<file path="src/rtl/qvr_pkg.sv">
// Shared constants, types and stage indexes for the quaternion vector rotator.
package qvr_pkg;

    // Fraction bits of the quaternion components (16384 is one at 14).
    localparam int FRAC_BITS = 14;

    // Field widths of the request and result items.
    localparam int QW = 16;
    localparam int VW = 16;

    // Pair product: 16-bit component times a doubled 17-bit component.
    localparam int PAIR_W  = 2 * QW + 1;

    // Matrix entry: a sum or difference of two pair products, or one minus such a sum.
    localparam int ENTRY_BASE_W = (2 * FRAC_BITS + 2 > PAIR_W + 1) ?
                                  (2 * FRAC_BITS + 2) : (PAIR_W + 1);
    localparam int ENTRY_W = ENTRY_BASE_W + 1;

    // Entry times vector component, and the sum of three with the rounding term.
    localparam int PROD_W = ENTRY_W + VW;
    localparam int SUM_W  = PROD_W + 2;

    // Bit positions of the rounded result inside the sum.
    localparam int RES_LO = 2 * FRAC_BITS;
    localparam int RES_HI = 2 * FRAC_BITS + VW - 1;

    // Pipeline stages.
    localparam int NSTAGE   = 5;
    localparam int ST_PAIR  = 0;
    localparam int ST_ENTRY = 1;
    localparam int ST_MUL   = 2;
    localparam int ST_SUM   = 3;
    localparam int ST_OUT   = 4;

    typedef logic signed [QW-1:0]      qvr_quat_t;
    typedef logic signed [VW-1:0]      qvr_vec_t;
    typedef logic signed [PAIR_W-1:0]  qvr_pair_t;
    typedef logic signed [ENTRY_W-1:0] qvr_entry_t;
    typedef logic signed [PROD_W-1:0]  qvr_prod_t;
    typedef logic signed [SUM_W-1:0]   qvr_sum_t;

    // Per-stage load strobes handed from the pipeline control to the datapath.
    typedef struct packed {
        logic [NSTAGE-1:0] ld;
    } qvr_ctl_t;

endpackage

</file>
<file path="src/rtl/qvr_dot.sv">
// One matrix row times the vector: multiply, sum with rounding, then
// shift down and saturate, one register stage each.
module qvr_dot
(
    input  logic                clk,
    input  qvr_pkg::qvr_ctl_t   ctl,
    input  qvr_pkg::qvr_entry_t row [3],
    input  qvr_pkg::qvr_vec_t   vec [3],
    output qvr_pkg::qvr_vec_t   rot,
    output logic                sat
);

    localparam qvr_pkg::qvr_sum_t HALF =
        qvr_pkg::SUM_W'(1) <<< (2 * qvr_pkg::FRAC_BITS - 1);

    qvr_pkg::qvr_prod_t prod_reg [3];
    qvr_pkg::qvr_sum_t  sum_reg;
    qvr_pkg::qvr_sum_t  sum_next;
    qvr_pkg::qvr_vec_t  rot_reg, rot_next;
    logic               sat_reg, sat_next;
    logic [qvr_pkg::SUM_W-1-qvr_pkg::RES_HI:0] top_bits;

    // Entry times vector component.
    always_ff @(posedge clk)
    begin
        if (ctl.ld[qvr_pkg::ST_MUL])
        begin
            for (int j = 0; j < 3; j++)
            begin
                prod_reg[j] <= qvr_pkg::PROD_W'(row[j]) * qvr_pkg::PROD_W'(vec[j]);
            end
        end
    end

    // Exact sum of the three products plus one half of the output step.
    assign sum_next = qvr_pkg::SUM_W'(prod_reg[0]) + qvr_pkg::SUM_W'(prod_reg[1])
                    + qvr_pkg::SUM_W'(prod_reg[2]) + HALF;

    always_ff @(posedge clk)
    begin
        if (ctl.ld[qvr_pkg::ST_SUM])
        begin
            sum_reg <= sum_next;
        end
    end

    // The rounded result fits when all bits above it match its sign bit.
    assign top_bits = sum_reg[qvr_pkg::SUM_W-1:qvr_pkg::RES_HI];

    always_comb
    begin
        if ((top_bits == '0) || (top_bits == '1))
        begin
            rot_next = sum_reg[qvr_pkg::RES_HI:qvr_pkg::RES_LO];
            sat_next = 1'b0;
        end
        else if (sum_reg[qvr_pkg::SUM_W-1])
        begin
            rot_next = {1'b1, {(qvr_pkg::VW-1){1'b0}}};
            sat_next = 1'b1;
        end
        else
        begin
            rot_next = {1'b0, {(qvr_pkg::VW-1){1'b1}}};
            sat_next = 1'b1;
        end
    end

    // Output register.
    always_ff @(posedge clk)
    begin
        if (ctl.ld[qvr_pkg::ST_OUT])
        begin
            rot_reg <= rot_next;
            sat_reg <= sat_next;
        end
    end

    assign rot = rot_reg;
    assign sat = sat_reg;

endmodule

</file>
<file path="config.mk">
export PLATFORM = sky130hd
export DESIGN_NAME = qvr_dot
export DESIGN_NICKNAME = d
export VERILOG_FILES = /design/src/rtl/qvr_pkg.sv /design/src/rtl/qvr_dot.sv
export SDC_FILE = /design/constraint.sdc
export NUM_CORES = 2
export LEC_CHECK = 0
export ABC_AREA = 1
export BUFFER_PORTS_ARGS = -buffer_cell sky130_fd_sc_hd__buf_2
export CAP_MARGIN = 20
export CORE_MARGIN = 2
export CORE_UTILIZATION = 23
export CTS_BUF_LIST = sky130_fd_sc_hd__clkbuf_2 sky130_fd_sc_hd__clkbuf_4 sky130_fd_sc_hd__clkbuf_8
export DETAILED_ROUTE_END_ITERATION = 8
export SETUP_SLACK_MARGIN = 0.1
export SLEW_MARGIN = 20
export SYNTH_ARGS = -nofsm -noshare
export SYNTH_HDL_FRONTEND = slang
export SYNTH_SLANG_ARGS = --single-unit
</file>
<file path="constraint.sdc">
create_clock -name clk -period 7.19 [get_ports clk]
set_clock_uncertainty 0.2 [all_clocks]
set_input_delay 0 -clock clk [delete_from_list [all_inputs] [get_ports clk]]
set_output_delay 0 -clock clk [all_outputs]
set_load 0.01 [all_outputs]
</file>
Yosys cells after proc, flatten, opt, wreduce, memory -nomap -nowiden. Memory sizes are Yosys's and may differ from the RTL's. Index checks and enable logic that the tools add are counted.

Register bits: 70. Bits in writable memories: 153. Input port bits: 159. Output and inout port bits: 17. Memories: 1.

Memories: prod_reg (depth 3, width 51, read ports 3, clocked after Yosys merged registers in 0, wr ports 3, RTL line qvr_dot.sv:16) `qvr_pkg::qvr_prod_t prod_reg [3];`.

Add/sub/neg operators: 3. Multipliers: 3. Equal/unequal tests: 1. Muxes and demuxes: 5. Reduce and logical (&&, ||, !) cells: 2.

Operator list (count): $mul 35x16->51 (3); $add 52x51->53 (1); $add 53x29->53 const B (1); $add 51x51->52 (1); $mux 16 (2); $eq 10x10->1 const B (1); $logic_not 10->1 (1); $mux 1 (3); $logic_or 1x1->1 (1).

Depth between registers and ports, before layout.
Depth after elaboration: 3. Gate-level depth with buffers: 28. Gate-level depth less buffers: 26.

Worst setup path after synthesis. OpenSTA, ideal clock, no wires.

Kind: input port to flip-flop. From: input vec[4] (netlist name). To: memory prod_reg[0][150] (netlist name) (data pin). Arrival: 5153 ps. Setup slack: 1584 ps. Cell stages on the path: 20. Path buffers: 2. Path through: clkbuf_1 -> clkbuf_1 -> nand2_1 -> fa_1 -> inv_1 -> fa_1 -> fa_1 -> fa_1 -> inv_1 -> fa_1 -> inv_1 -> fa_1 -> ha_1 -> nand2_1 -> nor2_1 -> nand2_1 -> nor4_2 -> nand2_1 -> nand4_1 -> nand2_1.

RTL lines: start: declaration (RTL line qvr_dot.sv:8) `input qvr_pkg::qvr_vec_t vec [3],`; end: declaration (RTL line qvr_dot.sv:16).

==> impl_metrics.tcl <==
set metrics [dict create \
    avgSynthCellArea_sq_um 7.742 \
    seq_area_sq_um 5856 \
    final_antenna_net_count 0 \
    cp_max_fo 35 \
    cp_data_required_time_ns 7.27 \
    fill_cells 35210 \
    yosysSeqAreaShare_pct 7.927 \
    initial_core_util_pct 23.06 \
    ios 176 \
    cpMaxStageDelayCell "fa_1" \
    gp_congestion 0.9097 \
    postPlaceCellArea_sq_um 79060 \
    pre_cts_ws_ns 0.8211 \
    yosysTopAreaCellShare_pct 44.28 \
    post_cts_buffers 0 \
    critical_path_class "in2reg" \
    r2r_cells 9 \
    drc_errors 0 \
    drive_gt1_share_pct 4.247 \
    wl_per_cell_um 15.29 \
    synth_top_family_by_area "adder cells" \
    fin_nets 11660 \
    cts.sinks 195 \
    die_w_um 570.7 \
    grt_pass1_vias 60150 \
    hold_path_end "prod_reg[0][1]$_DFFE_PP_" \
    via_per_inst 4.150 \
    grt_antenna_before_repair 19 \
    firstDrtPassIters 6 \
    final.period_utilization_pct 81.69 \
    setup_violations 0 \
    yosys-top-cells-area "fa_1 44%, inv_1 15%, nand2_1 13%" \
    cap_violations 0 \
    largest_register_ffs 153 \
    tightest_slew_ns 0.9650 \
    worstSetupStartpointType "input pin" \
    synth_area_leader_cell "fa_1" \
    final_area_sq_um 79640 \
    synth_fa_ha_area_share_pct 52.07 \
    syn_inst 9541 \
    timing.rr.end "sum_reg[29]$_DFFE_PP_" \
    ys_ff_latch 195 \
    slowest_delay_ns 0.87 \
    synthMuxAreaShare_pct 0 \
    drtIter0Drc 3906 \
    drt_wl_total_mm 209.9 \
    cp.arrival_ns 5.96 \
    fmax_mhz 170.3 \
    utilization_pct 24.86 \
    synth.most_common_cell "inv_1" \
    report.final.hold_viol_count 0 \
    multi_input_area_sq_um 55700 \
    synth_commonest_cells "2,879 x inv_1, 2,540 x nand2_1, 1,634 x fa_1, 460 x ha_1, 429 x nor2_1" \
    core_region_area_sq_um 320400 \
    slew_headroom_pct 35.67 \
    rsz0062_at_grt "no" \
    reg2reg_slack_ns 3.46 \
    path_cells "buf_2, nand2_1, inv_1, fa_1, fa_1, fa_1, fa_1, fa_1, fa_1, ha_1, nand2_1, nor2_1, inv_1, nor2_1, nand2_1, nor3_2, nand2_1, nand4_1, nand2_1" \
    rr_startpoint "prod_reg[0][26]$_DFFE_PP_" \
    grt_usage_pct 13.18 \
    cts_htree_levels 4 \
    dp_hpwl_mm 177.0 \
    cpLargestDelayFamily "adder cells" \
    root_buffer "clkbuf_8" \
    clkSlewWorstSetupHoldPaths_ns 0.14 \
    yosysWarnings 0 \
    path_common_cell "fa_1" \
    io_buffer_count 173 \
    drv_slew 0 \
    hp-start "row[71]" \
    fin_crit_ns 5.874 \
    synth_edf_count 195 \
    synth_ff_type "edfxtp_1" \
    grt_pass1_wl_mm 338.9 \
    synth-compound-area-share_pct 3.584 \
    vias 56980 \
    cts_made_buffers 17 \
    clk_path_buf_depth 2 \
    syn-num-nets 11790 \
    rows 208 \
    min_path_type "in2reg" \
    end_kind "flip-flop" \
    tritoncts "done" \
    setup_slack_ns 1.316 \
    async_reset_ff_share_pct 0 \
    overflow 0 \
    synth_xor_area_share_pct 1.467 \
    status "complete, no violations" \
    tns_ns 0 \
    whs_path_depth 4 \
    fp.dieH_um 570.7 \
    critPathBufInv 3 \
    die_area_sq_um 325700 \
    clock_latency_ns 0.53 \
    synth-simple-area-share_pct 18.28 \
    synth_area_sq_um 73870 \
    area_growth_pct 7.808 \
    synth.distinct_cells 42 \
    grt_max_degree 86 \
]
[cell type report]
| class | instances | area share, % |
|---|---|---|
| multi-input cells | 6065 | 69.94 |
| inverters | 2899 | 13.66 |
| flip-flops and latches | 195 | 7.353 |
| well taps | 4305 | 6.764 |
| repair buffers | 227 | 1.664 |
| clock inverters | 15 | 0.3016 |
| clock buffers | 17 | 0.2938 |
| diodes | 7 | 0.02200 |
[how the worst max path moves through the flow]
stage               startpoint                         end  slack [ns]  cells past startpoint
floorplan               vec[4]  prod_reg[0][150]$_DFFE_PP_        1.58                     20
global placement       vec[17]   prod_reg[0][95]$_DFFE_PP_        0.84                     17
detailed placement      vec[2]  prod_reg[0][146]$_DFFE_PP_        0.82                     19
CTS                     vec[2]  prod_reg[0][146]$_DFFE_PP_        1.41                     19
global route            vec[2]  prod_reg[0][146]$_DFFE_PP_        0.98                     19
finish                  vec[2]  prod_reg[0][146]$_DFFE_PP_        1.32                     19
[stage by stage]
step	cells	hold slack, ns
after floorplan	9541	-0.08750
after global placement	13680	0.2085
after detailed placement	13680	0.2094
after CTS	13720	0.007267
after global routing	13730	0.02927
final	13730	0.03935
[worst reg2reg max path, stage by stage, from the launching register on]
cell and delay (ns):
edfxtp_1 0.45, fa_1 0.46, fa_1 0.43, ha_1 0.48, nand2_1 0.14, nor2_1 0.29, nand2_1 0.15, nor3_1 0.26
a21oi_1 0.15, xnor2_1 0.45
[placed cells by master, fill, tap and decap left out, types with 17 or more instances in the layout]
cell type	count
xnor2_1	45
nand2_2	35
o21bai_1	20
clkbuf_8	17
o21ai_1	21
inv_1	2879
o21ai_0	152
xor2_1	75
nand4_1	78
ha_1	460
a21oi_1	249
nor2_2	31
nor3_1	20
fa_1	1634
or2_2	18
nand3_1	167
buf_4	43
nor2_1	429
buf_2	172
edfxtp_1	195
nand2_1	2540
[what timing repair did]
item                      in CTS  in global routing
resized for setup              0                  0
hold buffers                   9                  0
hold endpoints to repair     132                  0
[kinds of logic after synthesis]
| logic type | count (synthesis) |
|---|---|
| simple gates | 3360 |
| buf+inv | 3281 |
| fa+ha+maj | 2094 |
| compound gates | 489 |
| flops | 195 |
| xor+xnor | 122 |
[layer usage]
layer | vias to the layer above | global-route usage [%] | wire length (um)
li1 | 26720 | - | -
met1 | 28520 | 18.41 | 95840
met2 | 1509 | 22.14 | 98950
met3 | 230 | 1.231 | 10840
met4 | 12 | 2.499 | 4187
met5 | - | 0 | 76
Power is left out: the tool's default activity adds up to more than one toggle a clock period on the data nets, which glitch-free logic cannot reach.
